**src/hdl/ers_pkg.sv**
```systemverilog
package ers_pkg;

   // Field widths fixed by the interface
   localparam int KIND_W        = 1;
   localparam int SLOT_IDX_W    = 3;
   localparam int CHUNK_W       = 16;
   localparam int EXT_LEN_W     = 17;
   localparam int OFFSET_W      = 25;
   localparam int LENGTH_W      = 15;
   localparam int BUF_W         = 16;
   localparam int FCC_W         = 17;
   localparam int SEG_START_W   = 9;
   localparam int SEG_BYTES_W   = 10;
   localparam int STATUS_W      = 3;

   // Chunk geometry and read limit
   localparam int CHUNK_LOG2     = 9;
   localparam int CHUNK_BYTES    = 1 << CHUNK_LOG2;
   localparam int BYTES_W        = CHUNK_LOG2 + 1;
   localparam int MAX_READ_BYTES = 16384;

   localparam int DEFAULT_EXTENT_SLOTS = 8;

   // Logical chunk position, with room for the pieces past the first one
   localparam int POS_W     = OFFSET_W - CHUNK_LOG2 + 1;
   localparam int POS_CMP_W = (POS_W > FCC_W) ? POS_W : FCC_W;
   // Bounds check: offset + length against file_chunk_count * CHUNK_BYTES
   localparam int CHK_W     = ((OFFSET_W + 1) > (FCC_W + CHUNK_LOG2)) ?
                              (OFFSET_W + 1) : (FCC_W + CHUNK_LOG2);

   typedef enum logic [STATUS_W-1:0] {
      STAT_OK          = 3'd0,
      STAT_OOB         = 3'd1,
      STAT_ZERO_LEN    = 3'd2,
      STAT_BUF_SMALL   = 3'd3,
      STAT_NOT_IN_FILE = 3'd4,
      STAT_EXTENTS_END = 3'd5,
      STAT_TOO_LONG    = 3'd6
   } status_type;

   typedef enum logic [1:0] {
      EMIT_ACK,
      EMIT_CHECK,
      EMIT_WALK
   } emit_kind_type;

   typedef enum logic [1:0] {
      ST_IDLE,
      ST_ACK,
      ST_CHECK,
      ST_WALK
   } state_type;

   typedef struct packed {
      logic          take_req;
      logic          start_walk;
      logic          step_slot;
      logic          next_piece;
      logic          emit;
      emit_kind_type emit_kind;
   } ers_cmd_type;

   typedef struct packed {
      logic req_is_read;
      logic check_fail;
      logic walk_done;
      logic walk_err;
      logic piece_last;
      logic out_free;
   } ers_status_type;

endpackage

```
**src/hdl/ers_ctrl.sv**
```systemverilog
module ers_ctrl (
   input  logic                   clock,
   input  logic                   reset,
   input  logic                   req_valid,
   output logic                   req_ready,
   input  ers_pkg::ers_status_type stat,
   output ers_pkg::ers_cmd_type    cmd
);
   import ers_pkg::*;

   state_type state_ff;
   state_type state_in;

   always_ff @(posedge clock) begin
      if (reset) begin
         state_ff <= ST_IDLE;
      end else begin
         state_ff <= state_in;
      end
   end

   always_comb begin
      state_in = state_ff;
      case (state_ff)
         ST_IDLE: begin
            if (req_valid) begin
               state_in = stat.req_is_read ? ST_CHECK : ST_ACK;
            end
         end
         ST_ACK: begin
            if (stat.out_free) begin
               state_in = ST_IDLE;
            end
         end
         ST_CHECK: begin
            if (!stat.check_fail) begin
               state_in = ST_WALK;
            end else if (stat.out_free) begin
               state_in = ST_IDLE;
            end
         end
         ST_WALK: begin
            if (stat.walk_done && stat.out_free && (stat.walk_err || stat.piece_last)) begin
               state_in = ST_IDLE;
            end
         end
         default: state_in = ST_IDLE;
      endcase
   end

   always_comb begin
      req_ready      = 1'b0;
      cmd            = '0;
      cmd.emit_kind  = EMIT_ACK;
      case (state_ff)
         ST_IDLE: begin
            req_ready    = 1'b1;
            cmd.take_req = req_valid;
         end
         ST_ACK: begin
            cmd.emit = stat.out_free;
         end
         ST_CHECK: begin
            cmd.emit_kind  = EMIT_CHECK;
            cmd.start_walk = !stat.check_fail;
            cmd.emit       = stat.check_fail && stat.out_free;
         end
         ST_WALK: begin
            cmd.emit_kind = EMIT_WALK;
            if (stat.walk_done) begin
               // hold the resolved piece until the output register frees up
               cmd.emit       = stat.out_free;
               cmd.next_piece = stat.out_free && !stat.walk_err && !stat.piece_last;
            end else begin
               cmd.step_slot = 1'b1;
            end
         end
         default: begin
            req_ready = 1'b0;
         end
      endcase
   end

endmodule

```
**src/hdl/ers_datapath.sv**
```systemverilog
module ers_datapath #(
   parameter int EXTENT_SLOTS = ers_pkg::DEFAULT_EXTENT_SLOTS
) (
   input  logic                              clock,
   input  logic                              reset,
   input  ers_pkg::ers_cmd_type              cmd,
   output ers_pkg::ers_status_type           stat,
   input  logic                              csr_valid,
   output logic                              csr_ready,
   input  logic [ers_pkg::FCC_W-1:0]         csr_wdata,
   input  logic [ers_pkg::KIND_W-1:0]        req_kind,
   input  logic [ers_pkg::SLOT_IDX_W-1:0]    req_slot_index,
   input  logic [ers_pkg::CHUNK_W-1:0]       req_extent_first_chunk,
   input  logic [ers_pkg::EXT_LEN_W-1:0]     req_extent_length,
   input  logic                              req_extent_unused,
   input  logic [ers_pkg::OFFSET_W-1:0]      req_read_offset,
   input  logic [ers_pkg::LENGTH_W-1:0]      req_read_length,
   input  logic [ers_pkg::BUF_W-1:0]         req_buffer_bytes,
   output logic                              rsp_valid,
   input  logic                              rsp_ready,
   output logic [ers_pkg::CHUNK_W-1:0]       rsp_physical_chunk,
   output logic [ers_pkg::SEG_START_W-1:0]   rsp_segment_start,
   output logic [ers_pkg::SEG_BYTES_W-1:0]   rsp_segment_bytes,
   output logic [ers_pkg::STATUS_W-1:0]      rsp_status,
   output logic                              rsp_last
);
   import ers_pkg::*;

   localparam int SLOT_W = (EXTENT_SLOTS > 1) ? $clog2(EXTENT_SLOTS) : 1;
   localparam int RUN_W  = EXT_LEN_W + SLOT_W;
   localparam int CMP_W  = ((POS_W > RUN_W) ? POS_W : RUN_W) + 1;

   // Extent table
   logic [CHUNK_W-1:0]    base_ff [EXTENT_SLOTS];
   logic [EXT_LEN_W-1:0]  size_ff [EXTENT_SLOTS];
   logic [EXTENT_SLOTS-1:0] empty_ff;
   logic                  tbl_we;
   logic [SLOT_W-1:0]     wr_idx;

   logic [FCC_W-1:0]      fcc_ff;

   // Latched request
   logic [OFFSET_W-1:0]   off_ff;
   logic [LENGTH_W-1:0]   len_ff;
   logic [BUF_W-1:0]      buf_ff;

   // Piece and walk state
   logic [POS_W-1:0]      pos_ff, pos_in;
   logic [CHUNK_LOG2-1:0] start_ff, start_in;
   logic [LENGTH_W-1:0]   rem_ff, rem_in;
   logic [SLOT_W-1:0]     slot_ff, slot_in;
   logic [RUN_W-1:0]      run_ff, run_in;

   // Output register
   logic                  rsp_valid_ff, rsp_valid_in;
   logic [CHUNK_W-1:0]    phys_ff, phys_in;
   logic [CHUNK_LOG2-1:0] seg_start_ff, seg_start_in;
   logic [BYTES_W-1:0]    seg_bytes_ff, seg_bytes_in;
   status_type            status_ff, status_in;
   logic                  last_ff, last_in;

   logic [CHUNK_W-1:0]    cur_base;
   logic [EXT_LEN_W-1:0]  cur_size;
   logic                  cur_empty;
   logic [CMP_W-1:0]      pos_ext, run_ext, end_ext;
   logic                  pos_oob;
   logic [CHUNK_W-1:0]    phys_calc;
   logic                  walk_done, walk_err;
   status_type            walk_code;
   logic [BYTES_W-1:0]    room;
   logic                  piece_last;
   logic [BYTES_W-1:0]    piece_bytes;
   logic [CHK_W-1:0]      chk_sum, chk_limit;
   logic                  check_fail;
   status_type            check_code;
   logic                  out_free;

   assign csr_ready = 1'b1;

   always_ff @(posedge clock) begin
      if (reset) begin
         fcc_ff <= '0;
      end else if (csr_valid) begin
         fcc_ff <= csr_wdata;
      end
   end

   assign tbl_we = cmd.take_req && (req_kind == 1'b0) && (32'(req_slot_index) < EXTENT_SLOTS);
   assign wr_idx = SLOT_W'(req_slot_index);

   always_ff @(posedge clock) begin
      if (tbl_we) begin
         base_ff[wr_idx] <= req_extent_first_chunk;
         size_ff[wr_idx] <= req_extent_length;
      end
   end

   always_ff @(posedge clock) begin
      if (reset) begin
         empty_ff <= '1;
      end else if (tbl_we) begin
         empty_ff[wr_idx] <= req_extent_unused;
      end
   end

   always_ff @(posedge clock) begin
      if (cmd.take_req) begin
         off_ff <= req_read_offset;
         len_ff <= req_read_length;
         buf_ff <= req_buffer_bytes;
      end
   end

   // Request checks, in priority order
   assign chk_sum   = CHK_W'(off_ff) + CHK_W'(len_ff);
   assign chk_limit = CHK_W'({fcc_ff, {CHUNK_LOG2{1'b0}}});

   always_comb begin
      check_fail = 1'b1;
      check_code = STAT_OK;
      if (chk_sum > chk_limit) begin
         check_code = STAT_OOB;
      end else if (len_ff == '0) begin
         check_code = STAT_ZERO_LEN;
      end else if (buf_ff < BUF_W'(len_ff)) begin
         check_code = STAT_BUF_SMALL;
      end else if (32'(len_ff) > MAX_READ_BYTES) begin
         check_code = STAT_TOO_LONG;
      end else begin
         check_fail = 1'b0;
      end
   end

   // One extent slot per cycle
   assign cur_base  = base_ff[slot_ff];
   assign cur_size  = size_ff[slot_ff];
   assign cur_empty = empty_ff[slot_ff];
   assign pos_ext   = CMP_W'(pos_ff);
   assign run_ext   = CMP_W'(run_ff);
   assign end_ext   = run_ext + CMP_W'(cur_size);
   assign pos_oob   = POS_CMP_W'(pos_ff) >= POS_CMP_W'(fcc_ff);
   assign phys_calc = cur_base + CHUNK_W'(pos_ext - run_ext);

   always_comb begin
      walk_done = 1'b1;
      walk_err  = 1'b1;
      walk_code = STAT_OK;
      if (pos_oob) begin
         walk_code = STAT_OOB;
      end else if (cur_empty) begin
         walk_code = STAT_EXTENTS_END;
      end else if (pos_ext < end_ext) begin
         walk_err = 1'b0;
      end else if (slot_ff == SLOT_W'(EXTENT_SLOTS - 1)) begin
         walk_code = STAT_NOT_IN_FILE;
      end else begin
         walk_done = 1'b0;
         walk_err  = 1'b0;
      end
   end

   // Piece size: the rest of the current chunk, or what remains of the read
   assign room        = BYTES_W'(CHUNK_BYTES) - BYTES_W'(start_ff);
   assign piece_last  = rem_ff <= LENGTH_W'(room);
   assign piece_bytes = piece_last ? BYTES_W'(rem_ff) : room;

   always_comb begin
      pos_in   = pos_ff;
      start_in = start_ff;
      rem_in   = rem_ff;
      slot_in  = slot_ff;
      run_in   = run_ff;
      if (cmd.start_walk) begin
         pos_in   = POS_W'(off_ff >> CHUNK_LOG2);
         start_in = off_ff[CHUNK_LOG2-1:0];
         rem_in   = len_ff;
         slot_in  = '0;
         run_in   = '0;
      end else if (cmd.next_piece) begin
         pos_in   = pos_ff + POS_W'(1);
         start_in = '0;
         rem_in   = rem_ff - LENGTH_W'(piece_bytes);
         slot_in  = '0;
         run_in   = '0;
      end else if (cmd.step_slot) begin
         slot_in  = slot_ff + SLOT_W'(1);
         run_in   = run_ff + RUN_W'(cur_size);
      end
   end

   always_ff @(posedge clock) begin
      pos_ff   <= pos_in;
      start_ff <= start_in;
      rem_ff   <= rem_in;
      slot_ff  <= slot_in;
      run_ff   <= run_in;
   end

   assign out_free = !rsp_valid_ff || rsp_ready;

   always_comb begin
      phys_in      = '0;
      seg_start_in = '0;
      seg_bytes_in = '0;
      status_in    = STAT_OK;
      last_in      = 1'b1;
      case (cmd.emit_kind)
         EMIT_ACK: begin
            status_in = STAT_OK;
         end
         EMIT_CHECK: begin
            status_in = check_code;
         end
         EMIT_WALK: begin
            if (walk_err) begin
               status_in = walk_code;
            end else begin
               phys_in      = phys_calc;
               seg_start_in = start_ff;
               seg_bytes_in = piece_bytes;
               last_in      = piece_last;
            end
         end
         default: begin
            status_in = STAT_OK;
         end
      endcase
   end

   always_ff @(posedge clock) begin
      if (cmd.emit) begin
         phys_ff      <= phys_in;
         seg_start_ff <= seg_start_in;
         seg_bytes_ff <= seg_bytes_in;
         status_ff    <= status_in;
         last_ff      <= last_in;
      end
   end

   assign rsp_valid_in = cmd.emit ? 1'b1 : (rsp_ready ? 1'b0 : rsp_valid_ff);

   always_ff @(posedge clock) begin
      if (reset) begin
         rsp_valid_ff <= 1'b0;
      end else begin
         rsp_valid_ff <= rsp_valid_in;
      end
   end

   assign rsp_valid          = rsp_valid_ff;
   assign rsp_physical_chunk = phys_ff;
   assign rsp_segment_start  = SEG_START_W'(seg_start_ff);
   assign rsp_segment_bytes  = SEG_BYTES_W'(seg_bytes_ff);
   assign rsp_status         = status_ff;
   assign rsp_last           = last_ff;

   assign stat.req_is_read = (req_kind == 1'b1);
   assign stat.check_fail  = check_fail;
   assign stat.walk_done   = walk_done;
   assign stat.walk_err    = walk_err;
   assign stat.piece_last  = piece_last;
   assign stat.out_free    = out_free;

   a_emit_into_free: assert property (@(posedge clock) disable iff (reset)
      cmd.emit |-> (!rsp_valid_ff || rsp_ready))
      else $error("result loaded over an untaken result");

   a_step_unresolved: assert property (@(posedge clock) disable iff (reset)
      cmd.step_slot |-> !walk_done)
      else $error("walk advanced past a resolved slot");

   a_piece_restarts_walk: assert property (@(posedge clock) disable iff (reset)
      cmd.next_piece |=> (slot_ff == '0 && run_ff == '0))
      else $error("next piece did not restart the extent walk");

   a_bytes_remain: assert property (@(posedge clock) disable iff (reset)
      (cmd.next_piece && !piece_last) |=> (rem_ff != '0))
      else $error("read ran out of bytes before its last piece");

endmodule

```
**src/hdl/extent_read_splitter_unit.sv**
```systemverilog
// Extent read splitter.
// Request channel (req_*): kind 0 writes one extent slot, kind 1 is a read
// of read_length bytes at read_offset into a buffer of buffer_bytes.
// Result channel (rsp_*): one result per extent write; for a read, either
// one error result or one segment per chunk touched, the final one flagged
// by rsp_last. A walk error ends the read with one more error result.
// Config channel (csr_*): file_chunk_count, always ready; the user must see
// that it is written while idle, as the block does not enforce this. An
// extent write is taken in idle, and its result is loaded into the output
// register from the ack state. A read is latched on acceptance, checked in
// the check state, and then each segment walks the extent table from slot
// 0 one slot per cycle. A full-length read touches up to 33 segments.
// A new request is taken once the previous one has produced its last result
// into the output register, even while that result still waits to be taken.
// If the receiver stalls, the walk holds on its resolved segment.
// Reset empties every extent slot and clears file_chunk_count to 0.
module extent_read_splitter_unit #(
   parameter int EXTENT_SLOTS = ers_pkg::DEFAULT_EXTENT_SLOTS
) (
   input  logic                              clock,
   input  logic                              reset,
   input  logic                              csr_valid,
   output logic                              csr_ready,
   input  logic [ers_pkg::FCC_W-1:0]         csr_wdata,
   input  logic                              req_valid,
   output logic                              req_ready,
   input  logic [ers_pkg::KIND_W-1:0]        req_kind,
   input  logic [ers_pkg::SLOT_IDX_W-1:0]    req_slot_index,
   input  logic [ers_pkg::CHUNK_W-1:0]       req_extent_first_chunk,
   input  logic [ers_pkg::EXT_LEN_W-1:0]     req_extent_length,
   input  logic                              req_extent_unused,
   input  logic [ers_pkg::OFFSET_W-1:0]      req_read_offset,
   input  logic [ers_pkg::LENGTH_W-1:0]      req_read_length,
   input  logic [ers_pkg::BUF_W-1:0]         req_buffer_bytes,
   output logic                              rsp_valid,
   input  logic                              rsp_ready,
   output logic [ers_pkg::CHUNK_W-1:0]       rsp_physical_chunk,
   output logic [ers_pkg::SEG_START_W-1:0]   rsp_segment_start,
   output logic [ers_pkg::SEG_BYTES_W-1:0]   rsp_segment_bytes,
   output logic [ers_pkg::STATUS_W-1:0]      rsp_status,
   output logic                              rsp_last
);
   import ers_pkg::*;

   ers_cmd_type    cmd;
   ers_status_type stat;

   ers_ctrl u_ctrl (
      .clock     (clock),
      .reset     (reset),
      .req_valid (req_valid),
      .req_ready (req_ready),
      .stat      (stat),
      .cmd       (cmd)
   );

   ers_datapath #(
      .EXTENT_SLOTS (EXTENT_SLOTS)
   ) u_datapath (
      .clock                  (clock),
      .reset                  (reset),
      .cmd                    (cmd),
      .stat                   (stat),
      .csr_valid              (csr_valid),
      .csr_ready              (csr_ready),
      .csr_wdata              (csr_wdata),
      .req_kind               (req_kind),
      .req_slot_index         (req_slot_index),
      .req_extent_first_chunk (req_extent_first_chunk),
      .req_extent_length      (req_extent_length),
      .req_extent_unused      (req_extent_unused),
      .req_read_offset        (req_read_offset),
      .req_read_length        (req_read_length),
      .req_buffer_bytes       (req_buffer_bytes),
      .rsp_valid              (rsp_valid),
      .rsp_ready              (rsp_ready),
      .rsp_physical_chunk     (rsp_physical_chunk),
      .rsp_segment_start      (rsp_segment_start),
      .rsp_segment_bytes      (rsp_segment_bytes),
      .rsp_status             (rsp_status),
      .rsp_last               (rsp_last)
   );

endmodule

```
**config.mk**
```make
export PLATFORM = sky130hd
export DESIGN_NAME = extent_read_splitter_unit
export DESIGN_NICKNAME = d
export VERILOG_FILES = /design/src/hdl/ers_pkg.sv /design/src/hdl/ers_ctrl.sv /design/src/hdl/ers_datapath.sv /design/src/hdl/extent_read_splitter_unit.sv
export SDC_FILE = /design/constraint.sdc
export NUM_CORES = 1
export LEC_CHECK = 0
export BUFFER_PORTS_ARGS = -buffer_cell sky130_fd_sc_hd__buf_2
export CAP_MARGIN = 20
export CORE_MARGIN = 2
export CORE_UTILIZATION = 35
export DETAILED_ROUTE_END_ITERATION = 8
export PLACE_DENSITY = 0.62
export SLEW_MARGIN = 25
export SYNTH_ARGS = -nofsm -noshare
export SYNTH_HDL_FRONTEND = slang
export SYNTH_SLANG_ARGS = --single-unit
```
**constraint.sdc**
```tcl
create_clock -name clock -period 13.6 [get_ports clock]
set_clock_uncertainty 0.15 [all_clocks]
set_input_delay 0.68 -clock clock [delete_from_list [all_inputs] [get_ports clock]]
set_output_delay 0.68 -clock clock [all_outputs]
set_load 0.03 [all_outputs]
```
# Word-level counts from Yosys, hierarchy flattened
# Memories as Yosys holds them, arrays and structs flattened. A register that Yosys moved wholly into a read port is not among the register bits.
# Index checks and enable logic that the tools add are counted.
[word_totals] n_memories=2 reg_bits=187 output_inout_bits=42 mem_bits_rw=264
[memory_table] memory="u_datapath.size_ff" depth=8 width=17 read_ports=1 rd_clocked_by_memory_dff=1 wr=1 line_no="ers_datapath.sv:35" rtl="logic [EXT_LEN_W-1:0] size_ff [EXTENT_SLOTS];"
[memory_table] memory="u_datapath.base_ff" depth=8 width=16 read_ports=1 rd_clocked_by_memory_dff=1 wr=1 line_no="ers_datapath.sv:34" rtl="logic [CHUNK_W-1:0] base_ff [EXTENT_SLOTS];"
[op_classes] n_eq_ne=8 reduce_logical=20 add_sub_neg=9 muxes=55 magnitude_cmp=9 bitwise=2
[ops] op="$mux W3" count=13
[ops] op="$mux W16" count=2
[ops] op="$mux W15" count=2
[ops] op="$add A25 B15 Y26" count=1
[ops] op="$gt A26 B26 Y1" count=1
[ops] op="$add A20 B17 Y21" count=1
[ops] op="$lt A17 B21 Y1" count=1
[ops] op="$mux W1" count=21
[ops] op="$add A20 B17 Y20" count=1
[ops] op="$mux W9" count=2
[ops] op="$add A17 B1 Y17 const B" count=1
[ops] op="$ge A17 B17 Y1" count=1
[ops] op="$add A16 B16 Y16" count=1
[ops] op="$lt A16 B15 Y1" count=1
[ops] op="$sub A16 B16 Y16" count=1
[ops] op="$gt A15 B15 Y1 const B" count=1
[ops] op="$le A15 B10 Y1" count=1
[ops] op="$logic_not A15 Y1" count=1
[ops] op="$sub A15 B10 Y15" count=1
[ops] op="$mux W2" count=7
[ops] op="$mux W10" count=1
[ops] op="$sub A10 B9 Y10 const A" count=1
[ops] op="$bwmux W8" count=1
[ops] op="$lt A3 B4 Y1 const B" count=2
[ops] op="21 further kinds" count=37

# Longest topological paths before layout
[depth] depth_word=12 mapped_depth=23 depth_no_buf=23

# Cells and area by module
# Synthesis repeated with hierarchy kept, for this count alone.
[hier_totals] cells_unflattened=1648 hier_area_um2=22417.8
[modules_own_cells] module="ers_datapath" area_per_inst_um2=22242.6 cells_each=1625 instances=1 seq_area_each_um2=13042.5
[modules_own_cells] module="ers_ctrl" area_per_inst_um2=175.2 cells_each=23 instances=1 seq_area_each_um2=40.0

# Worst setup path before layout
# Ideal clock, no wire load.
[synth_path] path_type="register -> register" startpoint="register (tool-made name)" endpoint="register u_datapath.last_ff, in the netlist u_datapath.rsp_last, enable pin" stages_incl_launch_ff=21 t_arrival_ps=8325 period_less_slack_ps=8970 t_required_ps=12956 path_slack_ps=4630 n_path_buf=3 setup_time_ps=494 path_cell_list="dfxtp_1 > buf_1 > buf_1 > mux4_2 > mux2_2 > ha_1 > fa_1 > a211oi_1 > o211ai_1 > a41o_1 > a31o_2 > xnor2_1 > ha_1 > a21oi_1 > o21ai_0 > a2111oi_0 > a21oi_1 > nor2_1 > a2111oi_4 > buf_6 > a211oi_1"
[synth_lines] element="end signal, assigned" line_no="ers_datapath.sv:236" rtl="last_ff <= last_in;"
[synth_lines] element="end, declared" line_no="ers_datapath.sv:60" rtl="logic last_ff, last_in;"

# Worst setup path in the final report
[layout_path] startpoint="register u_datapath.len_ff[0]" endpoint="register u_datapath.pos_ff[11], enable pin"
[layout_between] elab_chain_cells=8 elab_cells_between_ends=12 classes_between="1 x add/sub; 3 x order compare; 5 x mux; 3 x reduce/logical"
[layout_lines] element="start, declared" line_no="ers_datapath.sv:44" rtl="logic [LENGTH_W-1:0] len_ff;"
[layout_lines] element="start signal, assigned" line_no="ers_datapath.sv:109" rtl="len_ff <= req_read_length;"
[layout_lines] element="branches (longest 4 deep; another with $add A25 B15 Y26)"
[layout_lines] element="$mux W1 (*)" line_no="ers_datapath.sv:121" rtl="if (chk_sum > chk_limit) begin"
[layout_lines] element="$logic_not A1 Y1 (*)"
[layout_lines] element="$mux W1 (*)" line_no="ers_ctrl.sv:55" rtl="case (state_ff)"
[layout_lines] element="$reduce_bool A2 Y1 (no line) (*)"
[layout_lines] element="end signal, assigned" line_no="ers_datapath.sv:192" rtl="pos_ff <= pos_in;"
[layout_lines] element="end, declared" line_no="ers_datapath.sv:48" rtl="logic [POS_W-1:0] pos_ff, pos_in;"
# Mark *: on every way between the ends.
# A chain may end at the register's enable or synchronous reset.

==> flow_summary.yaml <==
status:
  status: "completed"
power:
  p_seq_share_pct: 50.1
  p_int_w: 0.00240
  combPwrFrac_pct: 8.8
  p_clk_share_pct: 41.2
  ir_drop_uv: 98.8
  power.switching_w: 0.000770
  power_switching_share_pct: 24.3
  power_density_mw_per_mm2: 123
  p_leak_nw: 9.45
synthesis:
  synth.distinct_cells: 76
  synth.avg_cell_area_um2: 13.6
  synthCells: 1644
  ys_ff_latch: 454
  ys_seq_area_share_pct: 58.5
  synth_commonest_cells: "399 x edfxtp_1, 156 x nor2_1, 136 x ha_1"
  syn_nets: 1914
  syn_area_mm2: 0.0224
  synth_top_area_cell: "edfxtp_1"
  yosys_warnings: 0
  post-synth-top-count-cell: "edfxtp_1"
  synth-edff-count: 399
  synthArstFlopShare_pct: 0
  yosys.area.top_type_share_pct: 53.5
  synth_area_leaders: "edfxtp_1 54%, ha_1 7.6%, mux4_2 6.6%"
  synth_flop_cell: "edfxtp_1"
global_route:
  antenna_found_initial: 9
  grt_pass1_vias: 14100
  gr-total-overflow: 0
  grt_use_total_pct: 16.4
  grt_pass1_wl_mm: 83.1
  grt_max_degree: 75
floorplanning:
  core_area_mm2: 0.0632
  dieArea_mm2: 0.0660
  start_util_pct: 35.4
  ioPinCount: 158
  die_h_um: 257
  core.rowCount: 92
  die_w_um: 257
drt:
  first_pass_iters: 6
  via_count: 13900
  viasPerCell: 5.12
  dr.first_iter.drc_count: 1096
  ant_nets: 0
  avgRoutedWirePerCell_um: 20.3
  drt_wl_total_mm: 55.0
  drc_errors: 0
setup_path:
  cp_slowest_cell: "buf_4"
  cpPeakStageDelay_ns: 0.70
  cp-startpoint: "u_datapath.len_ff[0]"
  cp_max_fo: 74
  critical_path_class: "reg -> reg"
  crit_arrival_ns: 7.75
  required_ns: 13.64
  cp-end-kind: "flop"
  path_cells: "ha_1 -> fa_1 -> a21o_1 -> a221oi_1 -> o31ai_1 -> or4_1 -> a31o_2 -> a21oi_1 -> nor3_1 -> xor2_1 -> ha_1 -> nand4_1 -> or4b_1 -> or4_1 -> nor4_1 -> nor4bb_1 -> o21ai_4 -> buf_4 -> o21ai_4 -> buf_4"
  r2r_start: "u_datapath.len_ff[0]"
  cp.buffers_inverters: 2
  path_delay_family: "simple AND/OR/NAND/NOR gates"
  worst_setup_path_start_kind: "flop"
clocking:
  clock_sinks: 454
  clk_pin_slew_ns: 0.06
  cts_setup_buffers: 0
  tritoncts: "built"
  postCtsHoldBufs: 0
  cts_max_level: 2
  clk_path_buf_depth: 3
  cts-resized-gates: 0
  cts_made_buffers: 50
  clock_latency_ns: 0.62
  cts_root_buf: "clkbuf_16"
sta:
  holdWs_ns: 0.105
  maxSlewViolCount: 0
  worst_pin_slew_ns: 0.881
  period_minus_slack_ns: 7.71
  finalSetupTns_ns: 0
  finalHoldViolCount: 0
  post-route-period-util_pct: 56.7
  relSlewSlack_pct: 39.7
  max_freq_mhz: 130
  finalSetupViolCount: 0
  rsz0062_at_grt: "no"
final_layout:
  seqCellArea_mm2: 0.0131
  fillers: 5859
  drive_gt1_share_pct: 19.7
  multi_input_area_mm2: 0.00869
  areaGrowthSynthToFinish_pct: 15.5
  finalNonFillerCells: 2709
  nets: 2095
  final_area_mm2: 0.0259
  final_core_util_pct: 40.9
placement:
  gp_congestion: 0.916
  place_area_mm2: 0.0243
  placed_cells: 2619
  hpwlAfterDp_mm: 37.8
  io_buffers: 156
hold_path:
  hold_start: "req_buffer_bytes[14]"
  hp-class: "in -> reg"
job:
  drv_cap: 0
## per-stage QoR
stage	power [W]	worst slack, ns
floorplan	0.00179	4.63
global placement	0.00189	6.19
detailed placement	0.00190	6.03
CTS	0.00321	5.96
global route	0.00330	5.35
finish	0.00317	5.89
## cells by family (layout without fill, tap and decap cells)
family,Yosys count,in the layout,share of synthesized area (%)
buffers and inverters,180,397,3.14
xor gates and xnor gates,77,77,3.01
muxes,138,138,10.1
AOI/OAI and AO/OA,257,257,7.74
other,1,3,0.0168
and+or+nand+nor,383,383,8.30
DFF,454,454,58.5
adders and majority gates,154,154,9.21
## per-layer routing
layer,part of all wire (%),global-route usage [%]
met1,43,21.2
met2,48,27.6
met3,6.0,3.55
met4,2.8,5.18
met5,0.14,0
## final cells by class
| type | instances | area share, % |
|---|---|---|
| Timing Repair Buffer | 174 | 3.54 |
| Clock buffer | 59 | 4.97 |
| Multi-Input combinational cell | 1010 | 33.6 |
| Sequential cell | 454 | 50.6 |
| Antenna cell | 2 | 0.0194 |
| Inverter | 135 | 1.96 |
| Tap cell | 846 | 4.09 |
| Clock inverter | 29 | 1.16 |
## cell usage in the layout (no fill, tap or decap), drive strengths merged, types with 24 or more instances in the layout
master,count
edfxtp,399
buf,174
nor2,156
ha,136
inv,136
a21oi,79
mux4,68
clkbuf,59
nand2,58
xnor2,55
dfxtp,55
mux2i,50
o21ai,45
nor2b,36
nor3,28
a21o,24
## registers in the layout, indices dropped and copies added (netlist names), 10 cells and up, named ones only
name,flops
u_datapath.len_ff,15
u_datapath.rsp_segment_bytes,10
u_datapath.buf_ff,16
u_datapath.off_ff,25
u_datapath.pos_ff,17
u_datapath.base_ff,128
u_datapath.run_ff,20
u_datapath.size_ff,136
u_datapath.fcc_ff,17
u_datapath.rem_ff,15
u_datapath.rsp_physical_chunk,16
## path summary, 6_finish.rpt
check	to	slack, ns	cells past startpoint
max	u_datapath.pos_ff[11]	5.89	20
min reg2reg	u_datapath.run_ff[18]	0.28	2
max reg2reg	u_datapath.pos_ff[11]	5.89	20
min	u_datapath.buf_ff[14]	0.11	1
## power by group through the flow
stage          clock network (W)  logic [W]  registers [W]
2_1_floorplan                  0   0.000158        0.00163
5_1_grt                  0.00140   0.000308        0.00159
6_report                 0.00131   0.000279        0.00159
3_3_place_gp                   0   0.000270        0.00162
4_1_cts                  0.00134   0.000279        0.00159
3_5_place_dp                   0   0.000277        0.00162
## worst reg2reg max path: cells and delay by family, from the launching register on
| kind | cells | cell delay (ns) |
|---|---|---|
| AOI/OAI and AO/OA | 7 | 1.62 |
| xor gates and xnor gates | 1 | 0.17 |
| adders and majority gates | 3 | 1.02 |
| buffers and inverters | 2 | 1.07 |
| DFF | 1 | 0.44 |
| and+or+nand+nor | 7 | 2.81 |
No activity file was read; power rests on OpenSTA's default activity.
